**config.mk**
```make
export PLATFORM = sky130hd
export DESIGN_NAME = texture_memory_residency_tracker_top_flat
export DESIGN_NICKNAME = d
export VERILOG_FILES = /design/src/hdl/tmrt_pkg.sv /design/src/hdl/tmrt_in_if.sv /design/src/hdl/tmrt_out_if.sv /design/src/hdl/texture_memory_residency_tracker_top.sv /design/src/hdl/tmrt_overlap.sv /design/src/flat_wrapper.sv
export SDC_FILE = /design/constraint.sdc
export NUM_CORES = 2
export LEC_CHECK = 0
export BUFFER_PORTS_ARGS = -buffer_cell sky130_fd_sc_hd__buf_2
export CAP_MARGIN = 20
export CORE_ASPECT_RATIO = 0.75
export CORE_MARGIN = 4
export CORE_UTILIZATION = 39
export DETAILED_ROUTE_END_ITERATION = 16
export GPL_TIMING_DRIVEN = 0
export PLACE_DENSITY = 0.66
export SKIP_CTS_REPAIR_TIMING = 1
export SYNTH_ARGS = -nofsm -noshare
export SYNTH_HDL_FRONTEND = slang
export SYNTH_SLANG_ARGS = --single-unit
```
**constraint.sdc**
```tcl
create_clock -name clk -period 6.56 [get_ports clk]
set_clock_uncertainty 0.1 [all_clocks]
set_input_delay 1.312 -clock clk [delete_from_list [all_inputs] [get_ports clk]]
set_output_delay 1.312 -clock clk [all_outputs]
set_load 0.01 [all_outputs]
```
**src/hdl/tmrt_pkg.sv**
```systemverilog
`timescale 1ns / 1ps
`default_nettype none
// ----------------------------------------------------------------------------
// tmrt_pkg: shared types and helpers of the texture memory residency tracker
// Field widths, command and status codes, bank size and region overlap logic.
// ----------------------------------------------------------------------------
package tmrt_pkg;

  // fixed field widths
  localparam int BASE_W  = 15;  // bank base in 32-byte units
  localparam int CODE_W  = 3;   // cache width / height code
  localparam int DIM_W   = 11;  // texture width / height
  localparam int PROD_W  = 22;  // width * height
  localparam int NEED_W  = 27;  // width * height * 32
  localparam int RBASE_W = 20;  // region base in bytes
  localparam int BSIZE_W = 24;  // single bank size in bytes
  localparam int RSIZE_W = 25;  // region size after mip doubling
  localparam int RLIM_W  = 26;  // region base + size

  localparam logic [BSIZE_W-1:0] BANK_32K  = BSIZE_W'(32 * 1024);
  localparam logic [BSIZE_W-1:0] BANK_128K = BSIZE_W'(128 * 1024);
  localparam logic [BSIZE_W-1:0] BANK_512K = BSIZE_W'(512 * 1024);
  localparam logic [BSIZE_W-1:0] BANK_UNIT = BSIZE_W'(512);

  localparam logic [CODE_W-1:0] CODE_32K  = 3'd3;
  localparam logic [CODE_W-1:0] CODE_128K = 3'd4;
  localparam logic [CODE_W-1:0] CODE_512K = 3'd5;

  typedef enum logic [1:0] {
    OP_WRITE = 2'd0,
    OP_INVAL = 2'd1,
    OP_BIND  = 2'd2,
    OP_QUERY = 2'd3
  } opcode_t;

  typedef enum logic [1:0] {
    ST_INVALID = 2'd0,
    ST_VALID   = 2'd1,
    ST_CACHED  = 2'd2
  } status_t;

  // one bank descriptor as written by a config beat
  typedef struct packed {
    logic [BASE_W-1:0] base;
    logic [CODE_W-1:0] h_code;
    logic [CODE_W-1:0] w_code;
  } bank_code_t;

  // byte region, half-open [base, lim)
  typedef struct packed {
    logic [RBASE_W-1:0] base;
    logic [RLIM_W-1:0]  lim;
  } region_t;

  // regions of one bound unit
  typedef struct packed {
    region_t even;
    region_t odd;
    logic    odd_used;
  } unit_region_t;

  // bank size in bytes from its cache codes
  function automatic logic [BSIZE_W-1:0] bank_bytes(input logic [CODE_W-1:0] w,
                                                    input logic [CODE_W-1:0] h);
    logic [CODE_W:0] sh;
    logic [BSIZE_W-1:0] res;
    sh  = {1'b0, w} + {1'b0, h};
    res = BANK_UNIT << sh;
    if (w == h) begin
      if (w == CODE_32K) res = BANK_32K;
      else if (w == CODE_128K) res = BANK_128K;
      else if (w == CODE_512K) res = BANK_512K;
    end
    return res;
  endfunction

  // both regions are non-empty, so overlap is two compares
  function automatic logic regions_meet(input region_t a, input region_t b);
    return (a.base < b.lim) && (b.base < a.lim);
  endfunction

endpackage
`default_nettype wire

```
**src/hdl/tmrt_in_if.sv**
```systemverilog
`timescale 1ns / 1ps
`default_nettype none
// ----------------------------------------------------------------------------
// tmrt_in_if: command channel of the residency tracker
// Valid/ready handshake carrying one command beat.
// ----------------------------------------------------------------------------
interface tmrt_in_if;
  logic        valid;
  logic        ready;
  logic [1:0]  opcode;
  logic [2:0]  unit;
  logic        bank_odd;
  logic [14:0] base_field;
  logic [2:0]  cache_width_code;
  logic [2:0]  cache_height_code;
  logic [10:0] tex_width;
  logic [10:0] tex_height;
  logic        mipmapped;
  logic        wide_texels;

  modport source (
    output valid, opcode, unit, bank_odd, base_field, cache_width_code,
           cache_height_code, tex_width, tex_height, mipmapped, wide_texels,
    input  ready
  );

  modport sink (
    input  valid, opcode, unit, bank_odd, base_field, cache_width_code,
           cache_height_code, tex_width, tex_height, mipmapped, wide_texels,
    output ready
  );
endinterface
`default_nettype wire

```
**src/hdl/tmrt_out_if.sv**
```systemverilog
`timescale 1ns / 1ps
`default_nettype none
// ----------------------------------------------------------------------------
// tmrt_out_if: status channel of the residency tracker
// Valid/ready handshake carrying one status beat per command.
// ----------------------------------------------------------------------------
interface tmrt_out_if;
  logic       valid;
  logic       ready;
  logic [1:0] unit_status;
  logic       is_cached;

  modport source (
    output valid, unit_status, is_cached,
    input  ready
  );

  modport sink (
    input  valid, unit_status, is_cached,
    output ready
  );
endinterface
`default_nettype wire

```
**src/hdl/texture_memory_residency_tracker_top.sv**
```systemverilog
`timescale 1ns / 1ps
`default_nettype none
// ----------------------------------------------------------------------------
// texture_memory_residency_tracker_top: residency state of texture units
// Keeps bank descriptors and invalid/valid/cached state per texture unit.
//
// Usage:
//   in_ch takes one command beat (write, invalidate all, bind, query) when
//   valid and ready are high; out_ch returns one status beat per command,
//   the addressed unit's state after the command.
//   Ready is high only while the sequencer is idle; one command at a time.
//   Write, invalidate and query go from accept to the status load; bind
//   passes through two reads of the descriptor memory, two calculation
//   steps, then a scan of the region memory at one stored unit per cycle,
//   a final state update and the status load.
//   The status sits in an output register; if the receiver stalls, the
//   sequencer holds in its last state until the register frees up.
//   Reset (rst_n low, synchronous) marks every unit invalid and every
//   descriptor as zero; no clearing pass is needed.
// ----------------------------------------------------------------------------
module texture_memory_residency_tracker_top #(
  parameter int NUM_UNITS = 8
) (
  input  logic            clk,
  input  logic            rst_n,
  tmrt_in_if.sink         in_ch,
  tmrt_out_if.source      out_ch
);

  localparam int IW     = (NUM_UNITS > 1) ? $clog2(NUM_UNITS) : 1;
  localparam int UXW    = IW + 3;
  localparam int CDEPTH = 2 ** (IW + 1);

  typedef enum logic [7:0] {
    S_IDLE    = 8'b0000_0001,
    S_RD_EVEN = 8'b0000_0010,
    S_RD_ODD  = 8'b0000_0100,
    S_CALC    = 8'b0000_1000,
    S_CALC2   = 8'b0001_0000,
    S_SCAN    = 8'b0010_0000,
    S_FIN     = 8'b0100_0000,
    S_DONE    = 8'b1000_0000
  } state_t;

  state_t state_r, state_nxt;

  // unit state as live (valid or cached) and cached bits
  logic [NUM_UNITS-1:0] live_r, live_nxt;
  logic [NUM_UNITS-1:0] cached_r, cached_nxt;

  // latched command
  logic [IW-1:0]             idx_r;
  logic                      ok_r;
  logic                      mip_r, wide_r;
  logic [tmrt_pkg::DIM_W-1:0] tw_r, th_r;

  // bind working registers
  logic [tmrt_pkg::PROD_W-1:0]  prod_r;
  tmrt_pkg::bank_code_t         ev_code_r, od_code_r;
  logic [tmrt_pkg::RBASE_W-1:0] ev_base_r, od_base_r;
  logic [tmrt_pkg::RSIZE_W-1:0] ev_size_r, od_size_r;
  logic                         odd_used_r;
  logic                         fits_r;
  logic                         clash_r;
  tmrt_pkg::unit_region_t       self_reg_r;
  logic [IW-1:0]                scan_idx_r;

  // output register
  logic                  out_vld_r;
  tmrt_pkg::status_t     out_st_r;
  logic                  out_cached_r;

  // input decode
  logic                  in_acc;
  logic [UXW-1:0]        in_unit_x;
  logic [IW-1:0]         in_idx;
  logic                  in_ok;
  logic                  is_write, is_inval, is_bind;

  assign in_ch.ready = (state_r == S_IDLE);
  assign in_acc      = in_ch.valid && in_ch.ready;
  assign in_unit_x   = UXW'(in_ch.unit);
  assign in_idx      = in_unit_x[IW-1:0];
  assign in_ok       = in_unit_x < UXW'(NUM_UNITS);

  always_comb begin
    is_write = 1'b0;
    is_inval = 1'b0;
    is_bind  = 1'b0;
    unique case (in_ch.opcode)
      tmrt_pkg::OP_WRITE: is_write = 1'b1;
      tmrt_pkg::OP_INVAL: is_inval = 1'b1;
      tmrt_pkg::OP_BIND:  is_bind  = 1'b1;
      tmrt_pkg::OP_QUERY: is_write = 1'b0;
      default:            is_write = 1'b0;
    endcase
  end

  // descriptor memory, indexed by {odd bank, unit}
  tmrt_pkg::bank_code_t code_mem [CDEPTH];
  logic [CDEPTH-1:0]    code_vld_r;
  tmrt_pkg::bank_code_t code_rd_r;
  logic                 code_rd_vld_r;
  tmrt_pkg::bank_code_t code_q;
  logic [IW:0]          code_waddr, code_raddr;
  logic                 code_wen, code_ren;

  assign code_wen   = in_acc && is_write && in_ok;
  assign code_waddr = {in_ch.bank_odd, in_idx};
  assign code_ren   = (in_acc && is_bind && in_ok) || (state_r == S_RD_EVEN);
  assign code_raddr = (state_r == S_RD_EVEN) ? {1'b1, idx_r} : {1'b0, in_idx};
  // an entry never written reads as zero
  assign code_q     = code_rd_vld_r ? code_rd_r : '0;

  always_ff @(posedge clk) begin
    if (code_wen) begin
      code_mem[code_waddr] <= '{base:   in_ch.base_field,
                                h_code: in_ch.cache_height_code,
                                w_code: in_ch.cache_width_code};
    end
    if (code_ren) begin
      code_rd_r     <= code_mem[code_raddr];
      code_rd_vld_r <= code_vld_r[code_raddr];
    end
  end

  always_ff @(posedge clk) begin
    if (!rst_n) begin
      code_vld_r <= '0;
    end else if (code_wen) begin
      code_vld_r[code_waddr] <= 1'b1;
    end
  end

  // region memory, written at bind, read by the scan
  tmrt_pkg::unit_region_t reg_mem [NUM_UNITS];
  tmrt_pkg::unit_region_t reg_rd_r;
  tmrt_pkg::unit_region_t self_nxt;
  logic                   reg_ren;
  logic [IW-1:0]          reg_raddr;
  logic                   scan_last;

  assign scan_last = (scan_idx_r == IW'(NUM_UNITS - 1));
  assign reg_ren   = (state_r == S_CALC2) || ((state_r == S_SCAN) && !scan_last);
  assign reg_raddr = (state_r == S_CALC2) ? '0 : scan_idx_r + IW'(1);

  // a read of the bound unit's own entry during its write is skipped by the scan
  always_ff @(posedge clk) begin
    if (state_r == S_CALC2) begin
      reg_mem[idx_r] <= self_nxt;
    end
    if (reg_ren) begin
      reg_rd_r <= reg_mem[reg_raddr];
    end
  end

  // bind calculation
  logic [tmrt_pkg::BSIZE_W-1:0] ev_bytes, od_bytes;
  logic [tmrt_pkg::NEED_W-1:0]  need;
  logic                         odd_used;
  logic                         fits;

  always_comb begin
    ev_bytes = tmrt_pkg::bank_bytes(ev_code_r.w_code, ev_code_r.h_code);
    od_bytes = tmrt_pkg::bank_bytes(od_code_r.w_code, od_code_r.h_code);
    need     = {prod_r, 5'b0};
    odd_used = mip_r || wide_r;
    fits     = (need <= tmrt_pkg::NEED_W'(ev_bytes)) &&
               (!odd_used || (need <= tmrt_pkg::NEED_W'(od_bytes)));
  end

  // region limits of the bound unit
  always_comb begin
    self_nxt.even.base = ev_base_r;
    self_nxt.even.lim  = tmrt_pkg::RLIM_W'(ev_base_r) + tmrt_pkg::RLIM_W'(ev_size_r);
    self_nxt.odd.base  = od_base_r;
    self_nxt.odd.lim   = tmrt_pkg::RLIM_W'(od_base_r) + tmrt_pkg::RLIM_W'(od_size_r);
    self_nxt.odd_used  = odd_used_r;
  end

  // scan compare against one stored unit
  logic scan_hit;
  logic demote;

  tmrt_overlap u_overlap (
    .self_reg  (self_reg_r),
    .other_reg (reg_rd_r),
    .hit       (scan_hit)
  );

  assign demote = (state_r == S_SCAN) && scan_hit && live_r[scan_idx_r] &&
                  (scan_idx_r != idx_r);

  // datapath registers
  always_ff @(posedge clk) begin
    if (in_acc) begin
      idx_r  <= in_idx;
      ok_r   <= in_ok;
      mip_r  <= in_ch.mipmapped;
      wide_r <= in_ch.wide_texels;
      tw_r   <= in_ch.tex_width;
      th_r   <= in_ch.tex_height;
    end
    if (state_r == S_RD_EVEN) begin
      ev_code_r <= code_q;
      prod_r    <= tmrt_pkg::PROD_W'(tw_r) * tmrt_pkg::PROD_W'(th_r);
    end
    if (state_r == S_RD_ODD) begin
      od_code_r <= code_q;
    end
    if (state_r == S_CALC) begin
      ev_base_r  <= {ev_code_r.base, 5'b0};
      od_base_r  <= {od_code_r.base, 5'b0};
      ev_size_r  <= mip_r ? {ev_bytes, 1'b0} : {1'b0, ev_bytes};
      od_size_r  <= (mip_r && wide_r) ? {od_bytes, 1'b0} : {1'b0, od_bytes};
      odd_used_r <= odd_used;
      fits_r     <= fits;
    end
    if (state_r == S_CALC2) begin
      self_reg_r <= self_nxt;
      scan_idx_r <= '0;
      clash_r    <= odd_used_r && tmrt_pkg::regions_meet(self_nxt.even, self_nxt.odd);
    end
    if (state_r == S_SCAN) begin
      scan_idx_r <= scan_idx_r + IW'(1);
      if (demote) clash_r <= 1'b1;
    end
  end

  // unit state updates
  always_comb begin
    live_nxt   = live_r;
    cached_nxt = cached_r;
    if (in_acc && is_inval) begin
      live_nxt   = '0;
      cached_nxt = '0;
    end else if (in_acc && is_write && in_ok) begin
      live_nxt[in_idx]   = 1'b0;
      cached_nxt[in_idx] = 1'b0;
    end
    if (demote) begin
      cached_nxt[scan_idx_r] = 1'b0;
    end
    if (state_r == S_FIN) begin
      live_nxt[idx_r]   = 1'b1;
      cached_nxt[idx_r] = fits_r && !clash_r;
    end
  end

  // sequencer
  logic out_load;

  always_comb begin
    state_nxt = state_r;
    out_load  = 1'b0;
    unique case (state_r)
      S_IDLE: begin
        if (in_acc) state_nxt = (is_bind && in_ok) ? S_RD_EVEN : S_DONE;
      end
      S_RD_EVEN: state_nxt = S_RD_ODD;
      S_RD_ODD:  state_nxt = S_CALC;
      S_CALC:    state_nxt = S_CALC2;
      S_CALC2:   state_nxt = S_SCAN;
      S_SCAN: begin
        if (scan_last) state_nxt = S_FIN;
      end
      S_FIN:     state_nxt = S_DONE;
      S_DONE: begin
        if (!out_vld_r || out_ch.ready) begin
          out_load  = 1'b1;
          state_nxt = S_IDLE;
        end
      end
      default:   state_nxt = S_IDLE;
    endcase
  end

  always_ff @(posedge clk) begin
    if (!rst_n) begin
      state_r   <= S_IDLE;
      live_r    <= '0;
      cached_r  <= '0;
      out_vld_r <= 1'b0;
    end else begin
      state_r  <= state_nxt;
      live_r   <= live_nxt;
      cached_r <= cached_nxt;
      if (out_load) out_vld_r <= 1'b1;
      else if (out_ch.ready) out_vld_r <= 1'b0;
    end
  end

  // status of the addressed unit
  tmrt_pkg::status_t st_sel;

  always_comb begin
    st_sel = tmrt_pkg::ST_INVALID;
    if (ok_r) begin
      if (cached_r[idx_r]) st_sel = tmrt_pkg::ST_CACHED;
      else if (live_r[idx_r]) st_sel = tmrt_pkg::ST_VALID;
    end
  end

  always_ff @(posedge clk) begin
    if (out_load) begin
      out_st_r     <= st_sel;
      out_cached_r <= (st_sel == tmrt_pkg::ST_CACHED);
    end
  end

  assign out_ch.valid       = out_vld_r;
  assign out_ch.unit_status = out_st_r;
  assign out_ch.is_cached   = out_cached_r;

  // checks
  a_cached_is_live: assert property (@(posedge clk) disable iff (!rst_n)
    (cached_r & ~live_r) == '0)
    else $error("cached unit not live");

  a_busy_after_accept: assert property (@(posedge clk) disable iff (!rst_n)
    in_acc |=> !in_ch.ready)
    else $error("command accepted while busy");

  a_scan_in_range: assert property (@(posedge clk) disable iff (!rst_n)
    (state_r == S_SCAN) |-> (UXW'(scan_idx_r) < UXW'(NUM_UNITS)))
    else $error("scan index out of range");

  a_status_from_done: assert property (@(posedge clk) disable iff (!rst_n)
    $rose(out_vld_r) |-> $past(state_r == S_DONE))
    else $error("status beat not loaded from done state");

endmodule
`default_nettype wire

```
**src/hdl/tmrt_overlap.sv**
```systemverilog
`timescale 1ns / 1ps
`default_nettype none
// ----------------------------------------------------------------------------
// tmrt_overlap: region overlap test of the bind scan
// Compares the bound unit's regions with one stored unit's regions.
// ----------------------------------------------------------------------------
module tmrt_overlap (
  input  tmrt_pkg::unit_region_t self_reg,
  input  tmrt_pkg::unit_region_t other_reg,
  output logic                   hit
);

  logic ee, eo, oe, oo;

  // all four bank pairings, odd banks only where present
  always_comb begin
    ee  = tmrt_pkg::regions_meet(self_reg.even, other_reg.even);
    eo  = other_reg.odd_used && tmrt_pkg::regions_meet(self_reg.even, other_reg.odd);
    oe  = self_reg.odd_used && tmrt_pkg::regions_meet(self_reg.odd, other_reg.even);
    oo  = self_reg.odd_used && other_reg.odd_used &&
          tmrt_pkg::regions_meet(self_reg.odd, other_reg.odd);
    hit = ee || eo || oe || oo;
  end

endmodule
`default_nettype wire

```
**src/flat_wrapper.sv**
```systemverilog
// flat-port wrapper written by rule: the top's interface ports become plain ports
module texture_memory_residency_tracker_top_flat 
#(
  parameter int NUM_UNITS = 8
)
  (clk, rst_n, in_ch_valid, in_ch_opcode, in_ch_unit, in_ch_bank_odd, in_ch_base_field, in_ch_cache_width_code, in_ch_cache_height_code, in_ch_tex_width, in_ch_tex_height, in_ch_mipmapped, in_ch_wide_texels, in_ch_ready, out_ch_valid, out_ch_unit_status, out_ch_is_cached, out_ch_ready);
  tmrt_in_if in_ch_i ();
  tmrt_out_if out_ch_i ();
  input  logic clk;
  input  logic rst_n;
  input wire logic [$bits(in_ch_i.valid)-1:0] in_ch_valid;
  input wire logic [$bits(in_ch_i.opcode)-1:0] in_ch_opcode;
  input wire logic [$bits(in_ch_i.unit)-1:0] in_ch_unit;
  input wire logic [$bits(in_ch_i.bank_odd)-1:0] in_ch_bank_odd;
  input wire logic [$bits(in_ch_i.base_field)-1:0] in_ch_base_field;
  input wire logic [$bits(in_ch_i.cache_width_code)-1:0] in_ch_cache_width_code;
  input wire logic [$bits(in_ch_i.cache_height_code)-1:0] in_ch_cache_height_code;
  input wire logic [$bits(in_ch_i.tex_width)-1:0] in_ch_tex_width;
  input wire logic [$bits(in_ch_i.tex_height)-1:0] in_ch_tex_height;
  input wire logic [$bits(in_ch_i.mipmapped)-1:0] in_ch_mipmapped;
  input wire logic [$bits(in_ch_i.wide_texels)-1:0] in_ch_wide_texels;
  output wire logic [$bits(in_ch_i.ready)-1:0] in_ch_ready;
  output wire logic [$bits(out_ch_i.valid)-1:0] out_ch_valid;
  output wire logic [$bits(out_ch_i.unit_status)-1:0] out_ch_unit_status;
  output wire logic [$bits(out_ch_i.is_cached)-1:0] out_ch_is_cached;
  input wire logic [$bits(out_ch_i.ready)-1:0] out_ch_ready;
  assign in_ch_i.valid = in_ch_valid;
  assign in_ch_i.opcode = in_ch_opcode;
  assign in_ch_i.unit = in_ch_unit;
  assign in_ch_i.bank_odd = in_ch_bank_odd;
  assign in_ch_i.base_field = in_ch_base_field;
  assign in_ch_i.cache_width_code = in_ch_cache_width_code;
  assign in_ch_i.cache_height_code = in_ch_cache_height_code;
  assign in_ch_i.tex_width = in_ch_tex_width;
  assign in_ch_i.tex_height = in_ch_tex_height;
  assign in_ch_i.mipmapped = in_ch_mipmapped;
  assign in_ch_i.wide_texels = in_ch_wide_texels;
  assign in_ch_ready = in_ch_i.ready;
  assign out_ch_valid = out_ch_i.valid;
  assign out_ch_unit_status = out_ch_i.unit_status;
  assign out_ch_is_cached = out_ch_i.is_cached;
  assign out_ch_i.ready = out_ch_ready;
  texture_memory_residency_tracker_top #(.NUM_UNITS(NUM_UNITS)) u_core (.clk(clk), .rst_n(rst_n), .in_ch(in_ch_i), .out_ch(out_ch_i));
endmodule
```
==> PnR_summary.wiki <==
{| class="wikitable"
! Metric !! Value
|-
| Run status || finished, final reports clean
|-
| Number of placed instances, taps included || 5993
|-
| Count of mapped cells out of synthesis || 4021
|-
| Global placer's final weighted congestion || 0.911
|-
| Final total power || 0.0184 W
|-
| Global-route wire length before repair || 208000 µm
|-
| CTS Root Cell || clkbuf_16
|-
| Number of vias in the routed layout || 33.8k
|-
| Final period demand of the worst path || 6.06 ns
|-
| FF/Latch Area || 35900 µm²
|-
| Register clock-pin slew on the reported worst setup and hold paths || 0.06 ns
|-
| Filler Cells Inserted || 12.4k
|-
| Warning count from the yosys run || 0
|-
| Avg Vias per Cell || 5.45
|-
| Path type of the worst setup path || reg -> reg
|-
| CP startpoint kind || register
|-
| Share of Yosys cell area claimed by the top area cell type || 63.8%
|-
| Max clock buf depth || 3
|-
| Post-synth ARST share || 0%
|-
| Power Internal || 0.0137 W
|-
| Source-to-sink clock delay at the later pin of the worst-skew pair || 0.73 ns
|-
| Number of routed nets with antenna violations || 0
|-
| Maximum fanout along the worst path || 10
|-
| TritonCTS clock tree || built
|-
| Final hold viol count || 0
|-
| TNS Setup || 0 ns
|-
| Critical Path Sink Type || register
|-
| Height of the chip || 333 µm
|-
| Die footprint || 147000 µm²
|-
| Number of flops mapped to enable cells by yosys || 1169
|-
| Number of CTS-inserted buffers || 112
|-
| Standard cell core area || 140000 µm²
|-
| Number of nets in the layout || 4647
|-
| Count of inserted antenna diode cells || 0
|-
| Initial Utilization || 39.2%
|-
| Area delta synth->final || 13.1%
|-
| Vias in the first global route || 33.0k
|-
| #FFs+latches synth || 1211
|-
| Worst slew pin tran || 1.22 ns
|-
| Max frequency || 0.165 GHz
|-
| Instance area after placement || 58500 µm²
|-
| Largest net degree at the start of global routing || 68
|-
| Number of unique standard cell types used by synthesis || 69
|-
| Max-cap check violation count || 0
|-
| Worst min path class || reg -> reg
|-
| Synthesized net count || 4430
|-
| Synthesized area per cell || 13.7 µm²
|-
| Drt pass-1 iters || 6
|-
| Net switching power || 0.00475 W
|-
| Post-route non-filler standard cell count || 6208
|-
| Die boundary width || 442 µm
|-
| I/O pin count || 60
|-
| Relative contribution of combinational cells to total power || 17.4%
|-
| Max_slew headroom || 18.6%
|-
| Netlist area before placement || 55000 µm²
|-
| Global-route usage over all layers || 18.7%
|-
| Count of final max-slew check failures || 0
|-
| Total Routed Length || 139000 µm
|-
| Std cell rows || 119
|-
| Ys flop type || edfxtp_1
|-
| Clock Sinks || 1211
|-
| Total of buffers placed on input and output ports || 58
|-
| Power density cells || 296 nW/µm²
|-
| Portion of the post-synthesis area used by sequential elements || 65.4%
|-
| Total non-filler cell area in the finished layout || 62200 µm²
|-
| Initial drt markers || 3903
|-
| Area leader, netlist || edfxtp_1
|-
| Period utilization || 92.4%
|-
| Leak Pwr || 21.9 nW
|-
| Sequential power share || 46.9%
|-
| Number of antenna violations at the first check in global routing || 6
|-
| Setup Viol. Count Final || 0
|-
| Number of levels in the clock H-tree || 3
|-
| RSZ-0062 raised after global routing || false
|-
| Final routed wire length divided by cell count || 22.3 µm
|-
| DRC errors left || 0
|-
| Area used by multi-input combinational logic || 17700 µm²
|-
| Worst path arrival time || 6.42 ns
|-
| Critical path required time || 6.92 ns
|-
| Sw Share || 25.8%
|-
| Layout cell share with drive strength beyond 1 || 10.6%
|-
| Grt ovf || 0
|-
| Detailed placer's ending HPWL || 96000 µm
|-
| Clock network power share || 35.7%
|-
| Dominant cells by area after synthesis || edfxtp_1 (64%), ha_1 (6.1%), nand2_1 (4.2%)
|-
| IR drop worst, VDD || 0.387 mV
|}
## synth_stat cells, drive strengths merged, types with 10 or more instances
cell type and number:
a211oi 16, a21o 32, a21oi 93, a311oi 17, a31oi 32, and2 107, and3 35, buf 34
clkbuf 141, dfxtp 42, edfxtp 1169, fa 84, ha 270, inv 215, mux2 67, mux2i 21
mux4 73, nand2 612, nand2b 13, nand3 267, nand4 16, nor2 142, nor2b 26, nor3 25
nor4 10, o2111ai 13, o211ai 20, o21a 19, o21ai 201, o22ai 66, xnor2 40, xor2 14
## registers in the layout, summed over array words and instances, names as in the netlist, 15 cells and up
| signal | count |
|---|---|
| u_core.code_mem | 336 |
| u_core.code_rd_r | 21 |
| u_core.code_vld_r | 16 |
| u_core.ev_base_r | 15 |
| u_core.ev_code_r | 21 |
| u_core.ev_size_r | 16 |
| u_core.od_base_r | 15 |
| u_core.od_code_r | 21 |
| u_core.od_size_r | 16 |
| u_core.prod_r | 22 |
| u_core.reg_mem | 520 |
| u_core.reg_rd_r | 65 |
| u_core.self_reg_r | 65 |
## cell families (layout without fill, tap and decap cells)
logic type | Yosys count | count (layout) | synth area share [%]
AND/OR/NAND/NOR | 1283 | 1283 | 10.6
flip-flops | 1211 | 1211 | 65.4
AO/OA/AOI/OAI | 568 | 568 | 6.38
buffers and inverters | 390 | 702 | 2.78
adder cells (fa/ha/maj) | 354 | 354 | 9.20
multiplexers | 161 | 161 | 4.77
XOR/XNOR | 54 | 54 | 0.860
## worst paths after layout
check | from | cells after the start | slack [ns] | end
max | u_core.tw_r[0]$_DFFE_PP_ | 19 | 0.50 | u_core.prod_r[21]$_DFFE_PP_
min reg2reg | u_core.od_code_r[15]$_DFFE_PP_ | 0 | 0.32 | u_core.od_base_r[14]$_DFFE_PP_
max reg2reg | u_core.tw_r[0]$_DFFE_PP_ | 19 | 0.50 | u_core.prod_r[21]$_DFFE_PP_
min | u_core.od_code_r[15]$_DFFE_PP_ | 0 | 0.32 | u_core.od_base_r[14]$_DFFE_PP_
## cells in the final DEF, fill, tap and decap left out, drive strengths merged, types with 40 or more instances in the layout
cell    count
mux4       73
mux2       67
dfxtp      42
o22ai      66
ha        270
clkinv     40
o21ai     201
xnor2      40
nor2      142
buf       136
inv       220
edfxtp   1169
and2      107
nand3     267
a21oi      93
nand2     612
fa         84
clkbuf    292
## power groups by stage
stage / logic [W] / registers [W] / clock network [W]
after CTS: 0.00326 / 0.00864 / 0.00667
final: 0.00321 / 0.00864 / 0.00658
after floorplan: 0.00252 / 0.00880 / 0
after global routing: 0.00376 / 0.00864 / 0.00702
after detailed placement: 0.00323 / 0.00881 / 0
after global placement: 0.00318 / 0.00881 / 0
## worst max-delay path: stages (launching register included)
cell and delay (ns):
edfxtp_1 0.36, buf_1 0.45, nand2_1 0.16, fa_1 0.53, fa_1 0.55, inv_1 0.06
fa_1 0.50, fa_1 0.54, inv_1 0.05, fa_1 0.52, inv_1 0.04, ha_1 0.21
a21o_1 0.23, nor2_1 0.14, nand2_1 0.07, o21ai_0 0.47, o2111ai_1 0.27, a31o_2 0.28
a21oi_1 0.16, xnor2_1 0.09
## per-stage QoR
step                util (%)  worst slack [ns]  hold slack (ns)
CTS                     44.3             0.517            0.309
finish                  44.3             0.501            0.316
global route            44.3             0.174            0.317
floorplan                  -              1.26            0.300
detailed placement      41.7             0.544            0.305
global placement        41.1            -0.870            0.301
## area by class of cell
type	count	area share [%]
multi-input cells	2420	28.5
plain buffers	175	1.16
repair buffers	103	1.61
flip-flops and latches	1211	57.8
clock buffers	150	4.87
inverters	215	1.31
clock inverters	59	1.01
well taps	1875	3.77
## metal layers
| layer | wire (µm) | global-route usage [%] |
|---|---|---|
| met1 | 61900 | 28.3 |
| met2 | 60300 | 27.6 |
| met3 | 13200 | 3.85 |
| met4 | 3220 | 4.62 |
| met5 | 13 | 0 |
Note: power is estimated with default switching activity, not from simulation.
